$ cat config.mk
export PLATFORM = sky130hd
export DESIGN_NAME = mrbr_ctrl
export DESIGN_NICKNAME = d
export VERILOG_FILES = /design/src/sv/mrbr_pkg.sv /design/src/sv/mrbr_ctrl.sv
export SDC_FILE = /design/constraint.sdc
export NUM_CORES = 1
export LEC_CHECK = 0
export BUFFER_PORTS_ARGS = -buffer_cell sky130_fd_sc_hd__buf_2
export CAP_MARGIN = 20
export CORE_AREA = 2 2 39 41
export DETAILED_ROUTE_END_ITERATION = 12
export DIE_AREA = 0 0 41 43
export GPL_TIMING_DRIVEN = 0
export SKIP_CTS_REPAIR_TIMING = 1
export SYNTH_ARGS = -nofsm -noshare
export SYNTH_HDL_FRONTEND = slang
export SYNTH_SLANG_ARGS = --single-unit
$ cat constraint.sdc
create_clock -name aclk -period 1.2 [get_ports aclk]
set_input_delay 0.12 -clock aclk [delete_from_list [all_inputs] [get_ports aclk]]
set_output_delay 0.12 -clock aclk [all_outputs]
set_load 0.01 [all_outputs]
$ cat src/sv/mrbr_pkg.sv
// shared types, codes and widths of the broadcast byte ring
package mrbr_pkg;

    localparam int DEPTH_DEF       = 2048;
    localparam int MAX_READERS_DEF = 8;
    localparam int SLOT_LIMIT      = 8;

    localparam int MODE_W   = 3;
    localparam int ID_W     = 3;
    localparam int BYTE_W   = 8;
    localparam int STATUS_W = 3;
    localparam int COUNT_W  = 11;

    localparam logic [COUNT_W-1:0] COUNT_MAX = 11'd2047;

    localparam int S_TDATA_W = 16;
    localparam int M_TDATA_W = 32;

    localparam logic [MODE_W-1:0] MODE_WRITE = 3'd0;
    localparam logic [MODE_W-1:0] MODE_READ  = 3'd1;
    localparam logic [MODE_W-1:0] MODE_OPEN  = 3'd2;
    localparam logic [MODE_W-1:0] MODE_CLOSE = 3'd3;
    localparam logic [MODE_W-1:0] MODE_POLL  = 3'd4;

    localparam logic [STATUS_W-1:0] ST_OK       = 3'd0;
    localparam logic [STATUS_W-1:0] ST_EMPTY    = 3'd1;
    localparam logic [STATUS_W-1:0] ST_FULL     = 3'd2;
    localparam logic [STATUS_W-1:0] ST_INACTIVE = 3'd3;
    localparam logic [STATUS_W-1:0] ST_NOSLOT   = 3'd4;

    // commands from the sequencer to the datapath
    typedef struct packed {
        logic capture;  // latch the incoming item
        logic execute;  // decide, update pointers, access the ring
        logic load;     // move the result into the output register
    } mrbr_cmd_t;

endpackage

$ cat src/sv/mrbr_ctrl.sv
// sequencer: one item at a time through capture, execute and output load
module mrbr_ctrl (
    input  logic               aclk,
    input  logic               aresetn,
    input  logic               s_tvalid,
    output logic               s_tready,
    output logic               m_tvalid,
    input  logic               m_tready,
    output mrbr_pkg::mrbr_cmd_t cmd
);
    import mrbr_pkg::*;

    typedef enum logic [1:0] {
        ST_IDLE,
        ST_EXEC,
        ST_LOAD
    } state_t;

    state_t state_reg, state_next;
    logic   m_tvalid_reg, m_tvalid_next;
    logic   out_free;

    assign s_tready    = (state_reg == ST_IDLE);
    assign out_free    = !m_tvalid_reg || m_tready;
    assign cmd.capture = s_tvalid && s_tready;
    assign cmd.execute = (state_reg == ST_EXEC);
    assign cmd.load    = (state_reg == ST_LOAD) && out_free;
    assign m_tvalid    = m_tvalid_reg;

    always_comb begin
        state_next    = state_reg;
        m_tvalid_next = m_tvalid_reg;
        if (m_tready) begin
            m_tvalid_next = 1'b0;
        end
        unique case (state_reg)
            ST_IDLE: begin
                if (cmd.capture) begin
                    state_next = ST_EXEC;
                end
            end
            ST_EXEC: begin
                state_next = ST_LOAD;
            end
            ST_LOAD: begin
                if (out_free) begin
                    state_next    = ST_IDLE;
                    m_tvalid_next = 1'b1;
                end
            end
            default: begin
                state_next = ST_IDLE;
            end
        endcase
    end

    always_ff @(posedge aclk) begin
        if (!aresetn) begin
            state_reg    <= ST_IDLE;
            m_tvalid_reg <= 1'b0;
        end else begin
            state_reg    <= state_next;
            m_tvalid_reg <= m_tvalid_next;
        end
    end

endmodule

Word level (Yosys, flattened, before mapping) --
Cells that the tools add are included.
Storage, ports and cells: bits in registers 3, word-level logic and storage cells 18, input port bits 4, output and inout bits 5
Cells by class: reduce and logical (&&, ||, !) cells 6, muxes and demuxes 6, eq/ne operators 4
Operators by type and width (number):
- $pmux 2 s3 | 1
- $mux 2 | 2
- $mux 1 | 3
- $eq 2x1->1 const B | 1
- $eq 2x2->1 const B | 1
- $logic_and 1x1->1 | 2
- $logic_not 2->1 | 1
- $ne 2x1->1 const B | 1
- $ne 2x2->1 const B | 1
- $reduce_and 2->1 | 1
- $logic_not 1->1 | 1
- $logic_or 1x1->1 | 1

Longest topological paths before layout --
Gate-level depths: netlist of run 1.
depth after elaboration 4, mapped depth 2, depth with buffers taken out 2

Worst setup path before layout of run 1 --
No wires, ideal clock.
path type flip-flop to flip-flop, from register state_reg[1], to register state_reg[1], data arrival time 0.736 ns, path slack 0.350 ns, cell stages (with the launch flop) 3, library setup time 0.115 ns, required time 1.085 ns, period minus slack after synthesis 0.850 ns, path buffers 0, path through dfxtp_1 > and2b_4 > o21a_1
RTL lines:
- start: declaration | line mrbr_ctrl.sv:19 | state_t state_reg, state_next;
- start signal: assignment | line mrbr_ctrl.sv:62 | state_reg <= state_next;

==> results of run 1 <==
layer usage:
metal	routed length, um	global-route usage, %	vias up
li1	-	-	69
met1	111	2.24	54
met2	132	4.69	7
met3	50	6.28	0
met4	0	8.00	0
met5	0	0	-
per-stage QoR:
step	hold slack (ps)	instance area (um^2)
after floorplan	237	139
after global placement	359	199
after detailed placement	357	199
after CTS	112	225
after global routing	131	225
final	118	225
cell type report:
type	instances	area, um^2
timing repair buffer	8	40.0
tap	16	20.0
fill	163	1160
sequential	3	60.1
clock buffer	4	26.3
multi-input combinational	10	78.8
cell families after synthesis:
kind of cell / count (synthesis) / synth area share (%)
AOI/OAI and AO/OA: 2 / 10.8
DFF: 3 / 43.2
and+or+nand+nor: 8 / 45.9
final timing paths:
path                                    from            to  slack (ps)  cells after the start
worst max-delay path            state_reg[1]        cmd[1]         120                      2
worst min-delay path                 aresetn  state_reg[1]         120                      2
worst max register to register  state_reg[1]  state_reg[1]         330                      2
worst min register to register      m_tvalid      m_tvalid         520                      2
report_power, final:
group	internal, uW	switching, uW
Clock	125	52.4
Combinational	21.1	14.6
Sequential	105	4.96
cell usage after synthesis:
| cell type | count |
|---|---|
| o21a_1 | 1 |
| a21boi_0 | 1 |
| nor2b_1 | 1 |
| nor2_1 | 1 |
| dfxtp_1 | 3 |
| nor3b_2 | 1 |
| and2_1 | 1 |
| nand2b_1 | 2 |
| and4bb_1 | 1 |
| and2b_4 | 1 |
worst register-to-register path, cell delays in order (launching register included):
cell and delay (ps):
dfxtp_1 380, and2b_4 210, o21a_1 170
==> metrics.md, run 1 <==
| Metric | Value |
|---|---|
| Syn_area_per_cell | 10.7 um^2 |
| Fin cells | 41 |
| Synthesized flop and latch total | 3 |
| All-Layer GR Usage | 4.61% |
| Placed insts | 37 |
| Fin. max-slew vios | 0 |
| Post-synthesis cell type count | 10 |
| Final net count | 30 |
| Sequential area share after synthesis | 43.2% |
| Core area | 1380 um^2 |
| YS warnings | 0 |
| Area Growth Syn to Fin | 62.2% |
| Status | finished clean |
| Mapped cell area | 139 um^2 |
| Fin worst setup slack | 124 ps |
| Via-to-Cell Ratio | 3.17 |
| Synth Instances | 13 |
| Max incr delay on CP | 380 ps |
| Dpl ws | 328 ps |
| Gr ovfl total | 0 |
| Max_slew headroom | 89.6% |
| DR WL/cell | 7.17 um |
| Fmax | 929 MHz |
| Crit-path max FO | 5 |
| Crit Path Class | register to output port |
| Slowest cell on crit path | dfxtp_1 |
| Power Density | 1430 nW/um^2 |
| Total power draw | 323 uW |
| First-pass GRT wire length | 386 um |
| # IOs | 9 |
| Die X | 41 um |
| Crit-path cells | and2b_4 > buf_2 |
| Slew @ Worst Pin | 155 ps |
| CTS tree | yes |
| First DRT Iteration DRCs | 0 |
| Clock skew | 2.39 ps |
| Input/output buffers | 8 |
| Cts bufs inserted | 3 |
| Clk pin slew, worst setup/hold paths | 40 ps |
| Cell row count | 14 |
| DRC Markers | 0 |
| Area share of the largest cell type after synthesis | 43.2% |
| Largest net degree at the start of global routing | 6 |
| Layout cell share with drive strength beyond 1 | 52.0% |
| Setup_tns | 0 ps |
| CP startpoint kind | register |
| Synth area leaders | dfxtp_1, and4bb_1, nand2b_1 |
| Most frequent cells in the layout | buf_2, clkbuf_4, dfxtp_1, nand2b_1 |
| Die footprint | 1760 um^2 |
| Top Family by Delay on Critical Path | flip-flops |
| Clk Latency, worst-skew pair | 230 ps |
| Routed wire length | 294 um |
| DR vias | 130 |
| Htree depth | 1 |
| Max reg flops | 2 |
| Crit path time final | 1080 ps |
| Ant diodes | 0 |
| Peak supply drop | 240 uV |
| Final Hold Fails | 0 |
| Fin util | 16.3% |
| Max cap viols | 0 |
| Unrepaired setup endpoints after global routing | false |
| GPL Wtd Cong | 0.473 |
| Router iterations before antenna repair | 1 |
| Die Span Y | 43 um |
| Crit path capture type | output port |
| Period utilisation layout | 89.7% |
| HP Class | input pin to register |
| Commonest non-fill, non-tap cell in the layout | buf_2 |
| Vias in the first global route | 129 |
| LEAKAGE | 0.000104 uW |
| Cell taking the most area after synthesis | dfxtp_1 |
| Clk sinks | 3 |
| Clk Tree Root Cell | clkbuf_4 |
| Initial core utilization | 10.0% |
| Syn_nets | 17 |
| Detail Route Antenna Nets | 0 |
| Worst EP arrival | 960 ps |
| Finish-stage setup viols | 0 |
| Critical Path RT | 1080 ps |
| CTS Buffer Depth | 2 |
| Worst path buffer plus inverter count | 1 |
| Initial antenna violation count | 0 |
Note: power is estimated with default switching activity, not from simulation.
==> run 2, diff against run 1 <==
- PLACE_DENSITY: default -> 0.3
==> run 2 against run 1 <==
Sequential power about the same. Power up 0.99%. Sequential share of layout area did not move. Largest cell class unchanged. Global-route usage up 1.3 points. Clock power barely moved. Flip-flop and latch count stayed put. Cell count unchanged. Final area stayed put. Register-to-register slack is essentially flat. Critical endpoint unchanged. Core utilization unchanged. Clock-buffer cell count stayed put.
==> metrics.md, run 2 (synthesis results as in run 1) <==
| Metric | Value |
|---|---|
| CP startpoint kind | register (unchanged) |
| DR vias | 136 (was 130) |
| Fin. max-slew vios | 0 (unchanged) |
| # fillers | 164 (was 163) |
| Router iterations before antenna repair | 1 (unchanged) |
| Clk Latency, worst-skew pair | 230 ps (about the same) |
| Htree depth | 1 (unchanged) |
| Max_slew headroom | 88.9% (was 89.6%) |
| Final Hold Fails | 0 (unchanged) |
| Worst path buffer plus inverter count | 1 (unchanged) |
| CTS tree | yes (unchanged) |
| Commonest non-fill, non-tap cell in the layout | buf_2 (unchanged) |
| Final hold slack | 122 ps (was 118 ps) |
| Psw | 75.0 uW (was 72.0 uW) |
| Routed wire length | 328 um (was 294 um) |
| Clock Power Share | 54.9% (about the same) |
| Area of the multi-input gates | 78.8 um^2 (unchanged) |
| Slowest cell on crit path | dfxtp_1 (unchanged) |
| Status | finished clean (unchanged) |
| HP Class | input pin to register (unchanged) |
| First-pass GRT wire length | 600 um (was 386 um) |
| # IOs | 9 (unchanged) |
| Switching Share | 23.0% (was 22.3%) |
| Setup_tns | 0 ps (unchanged) |
| Seq pwr share | 33.8% (was 34.1%) |
| Die footprint | 1760 um^2 (unchanged) |
| Input/output buffers | 8 (unchanged) |
| Crit-path cells | and2b_4 > buf_2 (unchanged) |
| Int Pwr | 251 uW (about the same) |
| FF+latch area | 60.1 um^2 (unchanged) |
| Fmax | 919 MHz (was 929 MHz) |
| Crit Path Class | register to output port (unchanged) |
| CTS Buffer Depth | 2 (unchanged) |
| Cts bufs inserted | 3 (unchanged) |
| Top Family by Delay on Critical Path | flip-flops (unchanged) |
| Final net count | 30 (unchanged) |
| LEAKAGE | 0.000104 uW (unchanged) |
| Cell row count | 14 (unchanged) |
| Initial antenna violation count | 0 (unchanged) |
| Clk sinks | 3 (unchanged) |
| Initial core utilization | 10.0% (unchanged) |
| DR WL/cell | 8.00 um (was 7.17 um) |
| Max cap viols | 0 (unchanged) |
| Largest net degree at the start of global routing | 6 (unchanged) |
| Post-DP Area | 199 um^2 (unchanged) |
| Clock skew | 3.00 ps (was 2.39 ps) |
| Crit path capture type | output port (unchanged) |
| Crit-path max FO | 5 (unchanged) |
| Via-to-Cell Ratio | 3.32 (was 3.17) |
| GPL Wtd Cong | 0.639 (was 0.473) |
| Vias in the first global route | 132 (was 129) |
| All-Layer GR Usage | 5.91% (was 4.61%) |
| Slew @ Worst Pin | 167 ps (was 155 ps) |
| Max incr delay on CP | 390 ps (was 380 ps) |
| Logic pwr share | 11.3% (was 11.1%) |
| Critical Path RT | 1080 ps (about the same) |
| Worst EP arrival | 970 ps (was 960 ps) |
| Die Span Y | 43 um (unchanged) |
| Detail Route Antenna Nets | 0 (unchanged) |
| Total power draw | 326 uW (was 323 uW) |
| Fin util | 16.3% (unchanged) |
| Period utilisation layout | 90.7% (was 89.7%) |
| Core area | 1380 um^2 (unchanged) |
| Clk pin slew, worst setup/hold paths | 40 ps (about the same) |
| Gr ovfl total | 0 (unchanged) |
| Die X | 41 um (unchanged) |
| DRC Markers | 0 (unchanged) |
| Finish-stage setup viols | 0 (unchanged) |
| Area Growth Syn to Fin | 62.2% (unchanged) |
| Clk Tree Root Cell | clkbuf_4 (unchanged) |
| Layout cell share with drive strength beyond 1 | 52.0% (unchanged) |
| Most frequent cells in the layout | buf_2, clkbuf_4, dfxtp_1, nand2b_1 (unchanged) |
| Max reg flops | 2 (unchanged) |
| Unrepaired setup endpoints after global routing | false (unchanged) |
| Peak supply drop | 442 uV (was 240 uV) |
| Crit path time final | 1090 ps (was 1080 ps) |
| Final instance area | 225 um^2 (unchanged) |
| Power Density | 1450 nW/um^2 (was 1430 nW/um^2) |
| First DRT Iteration DRCs | 0 (unchanged) |
| Final HPWL DP | 254 um |
| Ant diodes | 0 (unchanged) |
-- run 2: per-stage QoR --
step	worst slack, ps	std cells
detailed placement	322	37
floorplan	350	13
global placement	335	37
global route	17.9	41
CTS	91.5	41
finish	111	41
-- run 2: final cells by class --
cell class                      count  area share, %
Timing Repair Buffer                8           17.8
Tap cell                           16           8.89
Multi-Input combinational cell     10           35.0
Sequential cell                     3           26.7
Clock buffer                        4           11.7
-- run 2: layer usage --
metal / GRT usage [%] / up-vias / share of wire [%]
li1: - / 68 / -
met1: 7.03 / 55 / 45
met4: 2.00 / 0 / 0
met5: 0 / - / 0
met3: 7.85 / 0 / 23
met2: 5.94 / 13 / 32
-- run 2: power by group through the flow --
stage	Clock [uW]	Combinational [uW]	Sequential, uW
6_report	179	36.8	110
5_1_grt	197	40.8	112
4_1_cts	187	37.4	110
3_5_place_dp	0	37.0	112
3_3_place_gp	0	36.5	112
2_1_floorplan	0	20.3	111
-- run 2: worst paths after layout --
check        slack (ps)  cells after the start           end         start
max                 110                      2        cmd[1]  state_reg[1]
min                 120                      2  state_reg[1]       aresetn
max reg2reg         320                      2  state_reg[1]  state_reg[1]
min reg2reg         520                      2      m_tvalid      m_tvalid
